## src/hdl/bicd_pkg.sv

```systemverilog
// shared types, constants and group decoding for the bus instance conflict detector
package bicd_pkg;

   localparam int GRP_W  = 17;
   localparam int SRC_W  = 8;
   localparam int INST_W = 8;
   localparam int LEN_W  = 8;
   localparam int CNT_W  = 6;
   localparam int NUM_SOURCES = 256;

   localparam logic [INST_W-1:0] NO_INSTANCE = 8'd255;
   localparam logic [CNT_W-1:0]  COUNT_MAX   = 6'd63;

   localparam logic [GRP_W-1:0] PGN_SWITCH_STATUS   = 17'd127488;
   localparam logic [GRP_W-1:0] PGN_ENGINE_DYNAMIC  = 17'd127489;
   localparam logic [GRP_W-1:0] PGN_SWITCH_CONTROL  = 17'd127502;
   localparam logic [GRP_W-1:0] PGN_FLUID_LEVEL     = 17'd127505;
   localparam logic [GRP_W-1:0] PGN_BATTERY_STATUS  = 17'd127508;
   localparam logic [GRP_W-1:0] PGN_INVERTER_STATUS = 17'd127509;
   localparam logic [GRP_W-1:0] PGN_BATTERY_CONFIG  = 17'd127513;
   localparam logic [GRP_W-1:0] PGN_TEMPERATURE     = 17'd130312;
   localparam logic [GRP_W-1:0] PGN_PRESSURE        = 17'd130314;
   localparam logic [GRP_W-1:0] PGN_TEMPERATURE_EXT = 17'd130316;

   localparam logic [LEN_W-1:0] LEN_BYTE0 = 8'd1;
   localparam logic [LEN_W-1:0] LEN_BYTE1 = 8'd2;

   typedef enum logic [1:0] {
      GK_NONE,
      GK_BYTE0,
      GK_BYTE1
   } gkind_type;

   typedef enum logic [2:0] {
      S_IDLE,
      S_SCAN,
      S_DECIDE,
      S_MARK,
      S_RESP
   } state_type;

   typedef struct packed {
      logic [GRP_W-1:0]  grp;
      logic [SRC_W-1:0]  src;
      logic [INST_W-1:0] inst;
   } entry_type;

   typedef struct packed {
      logic              found;
      logic              inst_one;
      logic              inst_many;
      logic [SRC_W-1:0]  other;
   } scan_type;

   function automatic gkind_type group_kind(input logic [GRP_W-1:0] g);
      gkind_type k;
      case (g) inside
         PGN_SWITCH_STATUS, PGN_ENGINE_DYNAMIC, PGN_FLUID_LEVEL,
         PGN_BATTERY_STATUS, PGN_INVERTER_STATUS, PGN_BATTERY_CONFIG: k = GK_BYTE0;
         PGN_SWITCH_CONTROL, PGN_TEMPERATURE, PGN_PRESSURE,
         PGN_TEMPERATURE_EXT: k = GK_BYTE1;
         default: k = GK_NONE;
      endcase
      return k;
   endfunction

endpackage

```

## src/hdl/bicd_mem.sv

```systemverilog
// entry table memory, one write port and one registered read port
module bicd_mem
   import bicd_pkg::*;
#(
   parameter int DEPTH = 64,
   parameter int AW    = 6
) (
   input  logic            clock,
   input  logic            wr_en,
   input  logic [AW-1:0]   wr_addr,
   input  entry_type       wr_data,
   input  logic            rd_en,
   input  logic [AW-1:0]   rd_addr,
   output entry_type       rd_data_ff
);

   entry_type mem [DEPTH];

   always_ff @(posedge clock) begin
      if (wr_en) begin
         mem[wr_addr] <= wr_data;
      end
   end

   always_ff @(posedge clock) begin
      if (rd_en) begin
         rd_data_ff <= mem[rd_addr];
      end
   end

endmodule

```

## src/hdl/bicd_match.sv

```systemverilog
// shared entry compare unit with scan accumulators
module bicd_match
   import bicd_pkg::*;
(
   input  logic              clock,
   input  logic              start,
   input  logic              cmp_valid,
   input  entry_type         entry,
   input  logic [GRP_W-1:0]  key_grp,
   input  logic [SRC_W-1:0]  key_src,
   input  logic [INST_W-1:0] key_inst,
   output scan_type          scan_ff
);

   logic     grp_hit;
   logic     pair_hit;
   logic     inst_hit;
   scan_type scan_in;

   assign grp_hit  = (entry.grp == key_grp);
   assign pair_hit = grp_hit && (entry.src == key_src);
   assign inst_hit = grp_hit && (entry.inst == key_inst);

   always_comb begin
      scan_in = scan_ff;
      if (start) begin
         scan_in = '0;
      end else if (cmp_valid) begin
         if (pair_hit) begin
            scan_in.found = 1'b1;
         end
         if (inst_hit) begin
            scan_in.inst_many = scan_ff.inst_one;
            scan_in.inst_one  = 1'b1;
            scan_in.other     = entry.src;
         end
      end
   end

   always_ff @(posedge clock) begin
      scan_ff <= scan_in;
   end

endmodule

```

## src/hdl/bus_instance_conflict_detector_top.sv

```systemverilog
// top level: request decode, scan sequencer, conflict bookkeeping and response register
//
// one request in, one response out, both on stream channels
// req_tuser = kind (0 track a message, 1 clear all history), req_tdata = message fields
// each tracked request scans the stored (group, source) entries one per cycle through a
// single compare unit fed by the table memory's registered read port
// a clear or an untracked message goes from S_IDLE through S_MARK to S_RESP; a tracked
// message scans the table in S_SCAN (skipped with an empty table), then passes through
// S_DECIDE and S_MARK to S_RESP
// throughput: one request at a time, req_tready is high only while idle
// the response is held in a register until rsp_tready; no new request is taken meanwhile
// reset empties the table, the conflict count and every per-source flag at once;
// the table contents themselves are not cleared, the fill count guards them
// a full table drops new pairs and reports table_full
module bus_instance_conflict_detector_top
   import bicd_pkg::*;
#(
   parameter int TABLE_DEPTH = 64
) (
   input  logic        clock,
   input  logic        reset,
   input  logic        req_tvalid,
   output logic        req_tready,
   input  logic [55:0] req_tdata,  // pgn[16:0] source[24:17] data_len[32:25] byte0[40:33] byte1[48:41]
   input  logic [0:0]  req_tuser,  // kind[0]
   output logic        rsp_tvalid,
   input  logic        rsp_tready,
   output logic [23:0] rsp_tdata   // tracked[0] instance_seen[8:1] new_entry[9] table_full[10]
                                   // conflict_count[16:11] source_conflicted[17]
);

   localparam int AW = (TABLE_DEPTH > 1) ? $clog2(TABLE_DEPTH) : 1;
   localparam int CW = $clog2(TABLE_DEPTH + 1);
   localparam logic [CW-1:0] DEPTH_C = CW'(TABLE_DEPTH);

   state_type state_ff, state_in;

   logic [GRP_W-1:0]       req_pgn;
   logic [SRC_W-1:0]       req_source;
   logic [LEN_W-1:0]       req_len;
   logic [INST_W-1:0]      req_byte0;
   logic [INST_W-1:0]      req_byte1;
   logic                   req_clear;
   logic [INST_W-1:0]      inst_pick;
   gkind_type              gkind;
   logic                   accept;

   logic [GRP_W-1:0]       key_grp_ff, key_grp_in;
   logic [SRC_W-1:0]       key_src_ff, key_src_in;
   logic [INST_W-1:0]      key_inst_ff, key_inst_in;
   logic                   rsp_tracked_ff, rsp_tracked_in;
   logic                   rsp_new_ff, rsp_new_in;
   logic                   rsp_full_ff, rsp_full_in;
   logic                   rsp_srcconf_ff, rsp_srcconf_in;
   logic                   mark_src_ff, mark_src_in;
   logic [CW-1:0]          issue_cnt_ff, issue_cnt_in;
   logic                   cmp_valid_ff, cmp_valid_in;
   logic [CW-1:0]          entry_count_ff, entry_count_in;
   logic [CNT_W-1:0]       conflict_total_ff, conflict_total_in;
   logic [NUM_SOURCES-1:0] flag_ff, flag_in;

   logic                   scan_issue;
   logic                   in_decide;
   logic                   in_mark;
   logic                   tbl_we;
   entry_type              tbl_wdata;
   entry_type              tbl_rdata;
   scan_type               scan;

   assign req_pgn    = req_tdata[16:0];
   assign req_source = req_tdata[24:17];
   assign req_len    = req_tdata[32:25];
   assign req_byte0  = req_tdata[40:33];
   assign req_byte1  = req_tdata[48:41];
   assign req_clear  = req_tuser[0];
   assign accept     = req_tvalid && req_tready;

   always_comb begin
      gkind     = group_kind(req_pgn);
      inst_pick = NO_INSTANCE;
      if (!req_clear) begin
         if (gkind == GK_BYTE0 && req_len >= LEN_BYTE0) begin
            inst_pick = req_byte0;
         end else if (gkind == GK_BYTE1 && req_len >= LEN_BYTE1) begin
            inst_pick = req_byte1;
         end
      end
   end

   // fsm next state
   always_comb begin
      state_in = state_ff;
      case (state_ff)
         S_IDLE: begin
            if (accept) begin
               if (req_clear || inst_pick == NO_INSTANCE) begin
                  state_in = S_MARK;
               end else if (entry_count_ff == '0) begin
                  state_in = S_DECIDE;
               end else begin
                  state_in = S_SCAN;
               end
            end
         end
         S_SCAN: begin
            if (issue_cnt_ff == entry_count_ff && !cmp_valid_ff) begin
               state_in = S_DECIDE;
            end
         end
         S_DECIDE: state_in = S_MARK;
         S_MARK:   state_in = S_RESP;
         S_RESP: begin
            if (rsp_tready) begin
               state_in = S_IDLE;
            end
         end
         default: state_in = S_IDLE;
      endcase
   end

   // fsm outputs
   always_comb begin
      req_tready = (state_ff == S_IDLE);
      rsp_tvalid = (state_ff == S_RESP);
      scan_issue = (state_ff == S_SCAN) && (issue_cnt_ff != entry_count_ff);
      in_decide  = (state_ff == S_DECIDE);
      in_mark    = (state_ff == S_MARK);
   end

   // datapath next values
   always_comb begin
      key_grp_in        = key_grp_ff;
      key_src_in        = key_src_ff;
      key_inst_in       = key_inst_ff;
      rsp_tracked_in    = rsp_tracked_ff;
      rsp_new_in        = rsp_new_ff;
      rsp_full_in       = rsp_full_ff;
      rsp_srcconf_in    = rsp_srcconf_ff;
      mark_src_in       = mark_src_ff;
      issue_cnt_in      = issue_cnt_ff;
      cmp_valid_in      = scan_issue;
      entry_count_in    = entry_count_ff;
      conflict_total_in = conflict_total_ff;
      flag_in           = flag_ff;
      tbl_we            = 1'b0;

      if (accept) begin
         key_grp_in     = req_pgn;
         key_src_in     = req_source;
         key_inst_in    = inst_pick;
         rsp_tracked_in = (inst_pick != NO_INSTANCE);
         rsp_new_in     = 1'b0;
         rsp_full_in    = 1'b0;
         mark_src_in    = 1'b0;
         issue_cnt_in   = '0;
         if (req_clear) begin
            entry_count_in    = '0;
            conflict_total_in = '0;
            flag_in           = '0;
         end
      end

      if (scan_issue) begin
         issue_cnt_in = issue_cnt_ff + 1'b1;
      end

      if (in_decide && !scan.found) begin
         if (entry_count_ff >= DEPTH_C) begin
            rsp_full_in = 1'b1;
         end else begin
            tbl_we         = 1'b1;
            entry_count_in = entry_count_ff + 1'b1;
            rsp_new_in     = 1'b1;
            if (scan.inst_one && !scan.inst_many) begin
               if (conflict_total_ff < COUNT_MAX) begin
                  conflict_total_in = conflict_total_ff + 1'b1;
               end
               flag_in[scan.other] = 1'b1;
            end
            if (scan.inst_one) begin
               mark_src_in = 1'b1;
            end
         end
      end

      if (in_mark) begin
         if (mark_src_ff) begin
            flag_in[key_src_ff] = 1'b1;
         end
         rsp_srcconf_in = flag_ff[key_src_ff] || mark_src_ff;
      end
   end

   always_ff @(posedge clock) begin
      if (reset) begin
         state_ff          <= S_IDLE;
         entry_count_ff    <= '0;
         conflict_total_ff <= '0;
         flag_ff           <= '0;
         cmp_valid_ff      <= 1'b0;
         issue_cnt_ff      <= '0;
         mark_src_ff       <= 1'b0;
      end else begin
         state_ff          <= state_in;
         entry_count_ff    <= entry_count_in;
         conflict_total_ff <= conflict_total_in;
         flag_ff           <= flag_in;
         cmp_valid_ff      <= cmp_valid_in;
         issue_cnt_ff      <= issue_cnt_in;
         mark_src_ff       <= mark_src_in;
      end
   end

   always_ff @(posedge clock) begin
      key_grp_ff     <= key_grp_in;
      key_src_ff     <= key_src_in;
      key_inst_ff    <= key_inst_in;
      rsp_tracked_ff <= rsp_tracked_in;
      rsp_new_ff     <= rsp_new_in;
      rsp_full_ff    <= rsp_full_in;
      rsp_srcconf_ff <= rsp_srcconf_in;
   end

   assign tbl_wdata.grp  = key_grp_ff;
   assign tbl_wdata.src  = key_src_ff;
   assign tbl_wdata.inst = key_inst_ff;

   bicd_mem #(
      .DEPTH (TABLE_DEPTH),
      .AW    (AW)
   ) u_mem (
      .clock      (clock),
      .wr_en      (tbl_we),
      .wr_addr    (entry_count_ff[AW-1:0]),
      .wr_data    (tbl_wdata),
      .rd_en      (scan_issue),
      .rd_addr    (issue_cnt_ff[AW-1:0]),
      .rd_data_ff (tbl_rdata)
   );

   bicd_match u_match (
      .clock     (clock),
      .start     (accept),
      .cmp_valid (cmp_valid_ff),
      .entry     (tbl_rdata),
      .key_grp   (key_grp_ff),
      .key_src   (key_src_ff),
      .key_inst  (key_inst_ff),
      .scan_ff   (scan)
   );

   assign rsp_tdata = {6'd0, rsp_srcconf_ff, conflict_total_ff, rsp_full_ff, rsp_new_ff,
                       key_inst_ff, rsp_tracked_ff};

   a_count_bound: assert property (@(posedge clock) disable iff (reset)
      entry_count_ff <= DEPTH_C)
      else $error("entry count beyond table depth");

   a_one_side: assert property (@(posedge clock) disable iff (reset)
      !(req_tready && rsp_tvalid))
      else $error("request taken while response pending");

   a_new_or_full: assert property (@(posedge clock) disable iff (reset)
      rsp_tvalid |-> !(rsp_new_ff && rsp_full_ff))
      else $error("entry both stored and dropped");

   a_new_tracked: assert property (@(posedge clock) disable iff (reset)
      (rsp_tvalid && (rsp_new_ff || rsp_full_ff)) |-> rsp_tracked_ff)
      else $error("table touched by untracked message");

   a_total_drop: assert property (@(posedge clock) disable iff (reset)
      (conflict_total_ff < $past(conflict_total_ff)) |-> $past(accept && req_clear))
      else $error("conflict count fell without clear");

endmodule

```

## config.mk

```make
export PLATFORM = sky130hd
export DESIGN_NAME = bus_instance_conflict_detector_top
export DESIGN_NICKNAME = d
export VERILOG_FILES = /design/src/hdl/bicd_pkg.sv /design/src/hdl/bicd_mem.sv /design/src/hdl/bicd_match.sv /design/src/hdl/bus_instance_conflict_detector_top.sv
export SDC_FILE = /design/constraint.sdc
export NUM_CORES = 2
export LEC_CHECK = 0
export BUFFER_PORTS_ARGS = -buffer_cell sky130_fd_sc_hd__clkbuf_2
export CAP_MARGIN = 10
export CORE_MARGIN = 2
export CORE_UTILIZATION = 45
export CTS_CLUSTER_DIAMETER = 40
export DETAILED_ROUTE_END_ITERATION = 8
export GPL_ROUTABILITY_DRIVEN = 0
export PLACE_DENSITY = 0.6
export RECOVER_POWER = 100
export SLEW_MARGIN = 40
export SYNTH_ARGS = -nofsm -noshare
export SYNTH_HDL_FRONTEND = slang
export SYNTH_SLANG_ARGS = --single-unit
```

## constraint.sdc

```tcl
create_clock -name clock -period 9 [get_ports clock]
set_clock_uncertainty 0.15 [all_clocks]
set_input_delay 1.8 -clock clock [delete_from_list [all_inputs] [get_ports clock]]
set_output_delay 1.8 -clock clock [all_outputs]
set_load 0.05 [all_outputs]
```

==> results.py <==
metrics = {
    "status": {
        "outcome": "complete, but fails checks",
        "violations": "capacitance limit, slew limit",
    },
    "yosys": {
        "synthMuxAreaShare_pct": 17.7,
        "yosys.area_share.adder_pct": 0.0517,
        "synth-seq-cells": 2474,
        "synth-xor-area-share_pct": 0.380,
        "synth.top_cells.by_area": "edfxtp_1 (68%), mux4_2 (17%), dfxtp_1 (6.1%)",
        "synth_edf_count": 2180,
        "synth_top_area_cell": "edfxtp_1",
        "syn_area_per_cell_um2": 20.4,
        "synth_area_mm2": 0.0968,
        "ys_async_sr_fraction_pct": 0,
        "yosys.area_share.simple_pct": 2.87,
        "synth_compound_area_share_pct": 3.61,
        "synth_top_family_by_area": "multiplexers",
        "synth.distinct_cells": 72,
        "yosysTopAreaCellShare_pct": 67.6,
        "yosysWarningCount": 0,
        "yosysSeqAreaShare_pct": 73.7,
        "netlist_instances": 4739,
        "synth_flop_cell": "edfxtp_1",
    },
    "setup_path": {
        "crit_family": "simple AND/OR/NAND/NOR gates",
        "required_ns": 9.32,
        "cpMaxStageDelayCell": "clkbuf_1",
        "crit_chain": "or4b_1, nor2_1, nand4_1, nor2_1, clkbuf_1",
        "critPathMaxStageDelay_ns": 2.03,
        "crit_path_frequent_cell": "nor2_1",
        "crit_arrival_ns": 7.00,
        "start_kind": "register",
        "reg2reg_depth": 5,
        "endpoint_kind": "register",
        "cp_num_buf_inv": 1,
        "crit_path_max_fanout": 25,
        "cp_num_cells": 5,
        "crit_type": "register to register",
    },
    "floorplanning": {
        "start_util_pct": 45.2,
        "rows": 170,
        "die_x_um": 468,
        "core_mm2": 0.214,
        "chipHeight_um": 468,
        "ios": 87,
        "die-area_mm2": 0.219,
    },
    "final_layout": {
        "nets": 5091,
        "fill_cells": 16500,
        "syn_to_final_growth_pct": 16.3,
        "seqCellArea_mm2": 0.0714,
        "fin_cells": 8140,
        "multi_input_area_mm2": 0.0244,
        "drive_gt1_share_pct": 28.5,
    },
    "drt": {
        "viasPerCell": 6.22,
        "initialDrtViolationCount": 7183,
        "num_vias": 50600,
        "antenna_left": 0,
        "wl_per_cell_um": 32.1,
        "routed_wl_mm": 262,
        "first_pass_iters": 8,
        "drc": 0,
    },
    "global_routing": {
        "grt_pass1_vias": 50800,
        "grt_max_degree": 124,
        "grt_pass1_wl_mm": 372,
        "grt.total_usage_pct": 23.9,
        "antenna_found_initial": 3,
        "grt.overflow.total": 0,
    },
    "placed_design": {
        "hpwl_mm": 140,
        "dp.cells": 7505,
        "numPortBuffers": 73,
    },
    "sta": {
        "period_needed_ns": 6.67,
        "worst_pin_slew_ns": 4.41,
        "drv_slew": 4250,
        "slew_headroom_pct": -194,
        "clock.fmax_ghz": 0.150,
        "final.period_utilization_pct": 74.2,
        "tns_ns": 0,
        "hold_violations": 0,
        "setup_viol": 0,
        "grt_setup_unrepaired": "false",
    },
    "clock_tree": {
        "post_cts_buffers": 0,
        "clk_path_buf_depth": 4,
        "root_buffer": "clkbuf_16",
        "cts.sinks": 2474,
        "clk_latency_ns": 0.95,
        "cts_tree": "built",
        "cts_resized": 0,
        "clk_pin_slew_worst_paths_ns": 0.06,
        "cts_hold_buf": 0,
        "htreeDepth": 5,
        "cts_made_buffers": 351,
    },
    "power": {
        "p_leak_uw": 0.0339,
        "ir_drop_uv": 234,
        "pwr_density_cell_mw_per_mm2": 243,
    },
    "min_path": {
        "hold_path_depth": 2,
        "min_path_type": "register to register",
    },
    "run": {
        "maxCapViolations": 105,
    },
}
==> path summary, 6_finish.rpt <==
check	from	to	slack (ns)
min	rsp_new_ff	rsp_new_ff	0.30
max reg2reg	state_ff[0]	u_mem.mem[39][28]	2.33
min reg2reg	rsp_new_ff	rsp_new_ff	0.30
max	state_ff[0]	u_mem.mem[39][28]	2.33
==> cell usage after synthesis, types with 7 or more instances <==
cell / n
edfxtp_1: 2180
mux4_2: 723
nor2_1: 337
dfxtp_1: 294
clkbuf_1: 211
a222oi_1: 192
nand2_1: 117
a22oi_1: 88
a21oi_1: 81
buf_2: 69
mux2i_1: 69
buf_4: 41
nand3_1: 35
xor2_1: 25
nand4_1: 23
buf_1: 21
nor3_1: 21
mux2_2: 17
xnor2_1: 17
o21ai_1: 16
inv_1: 11
nand2b_1: 11
o22a_1: 10
nor2b_1: 9
nor3_2: 9
nor4_1: 9
nand3b_1: 8
and3_1: 7
nor2_2: 7
==> cell usage in the layout, fill, tap and decap left out, types with 34 or more instances in the layout <==
cell type | Yosys | routed
a21oi_1 | 81 | 81
a222oi_1 | 192 | 192
a22oi_1 | 88 | 88
buf_4 | 41 | 47
clkbuf_1 | 211 | 182
clkbuf_16 | 0 | 358
clkbuf_2 | 0 | 38
clkinv_1 | 0 | 37
clkinv_2 | 0 | 40
clkinvlp_4 | 0 | 43
dfxtp_1 | 294 | 289
edfxtp_1 | 2180 | 2180
inv_6 | 0 | 46
mux2i_1 | 69 | 66
mux4_2 | 723 | 723
nand2_1 | 117 | 117
nand3_1 | 35 | 34
nor2_1 | 337 | 274
nor2_4 | 1 | 54
==> kinds of logic after synthesis <==
kind of cell / count (synthesis)
flip-flops: 2474
XOR/XNOR: 42
other: 1
AND/OR/NAND/NOR: 619
multiplexers: 810
buffers and inverters: 358
adder cells (fa/ha/maj): 4
AO/OA/AOI/OAI: 431
==> sequential cells by signal, summed over array words and instances, names as in the netlist, 3 cells and up <==
| register | count |
|---|---|
| u_mem.rd_data_ff | 33 |
| issue_cnt_ff | 7 |
| conflict_total_ff | 6 |
| u_mem.mem | 2112 |
| entry_count_ff | 7 |
| u_match.scan_ff | 11 |
| flag_ff | 256 |
| key_inst_ff | 8 |
| key_grp_ff | 17 |
| key_src_ff | 8 |
| state_ff | 3 |
==> power by group <==
group | internal, uW | leakage (uW) | total, uW | switching (uW)
combinational | 433 | 0.00663 | 1310 | 874
sequential | 12700 | 0.0218 | 12700 | 40.7
clock | 8230 | 0.00549 | 13400 | 5140
==> worst min-delay path, stage by stage, from the launching register on <==
cell	delay (ns)
dfxtp_1	0.31
nand2_1	0.05
nand2_1	0.04
==> layout make-up <==
cell class                 count  area share [%]
antenna                        6          0.0133
clock buffer                 394            8.12
clock inverter               229            2.01
inverter                      13          0.0433
multi-input combinational   1912            21.7
sequential                  2474            63.4
tap                         2838            3.15
timing repair buffer         274            1.56
==> per-layer routing <==
metal / global-route usage, % / vias to the layer above / part of all wire [%]
met2: 39.6 / 2126 / 50
met5: 0 / - / 0
li1: - / 20700 / -
met4: 8.74 / 0 / 3.5
met1: 32.1 / 27300 / 40
met3: 3.69 / 442 / 6.6
==> stage by stage <==
step | instance area, um^2 | worst slack (ns) | util [%] | hold WS [ns] | power (uW)
4_1_cts | 113000 | 4.43 | 52.9 | 0.297 | 27600
6_report | 113000 | 2.33 | 52.6 | 0.296 | 27400
3_5_place_dp | 102000 | 4.28 | 47.5 | 0.289 | 14300
5_1_grt | 113000 | 2.19 | 52.6 | 0.366 | 28200
3_3_place_gp | 101000 | 3.61 | 47.3 | 0.298 | 14200
2_1_floorplan | 96900 | 5.09 | - | 0.273 | 13800
No activity file was read; power rests on OpenSTA's default activity.
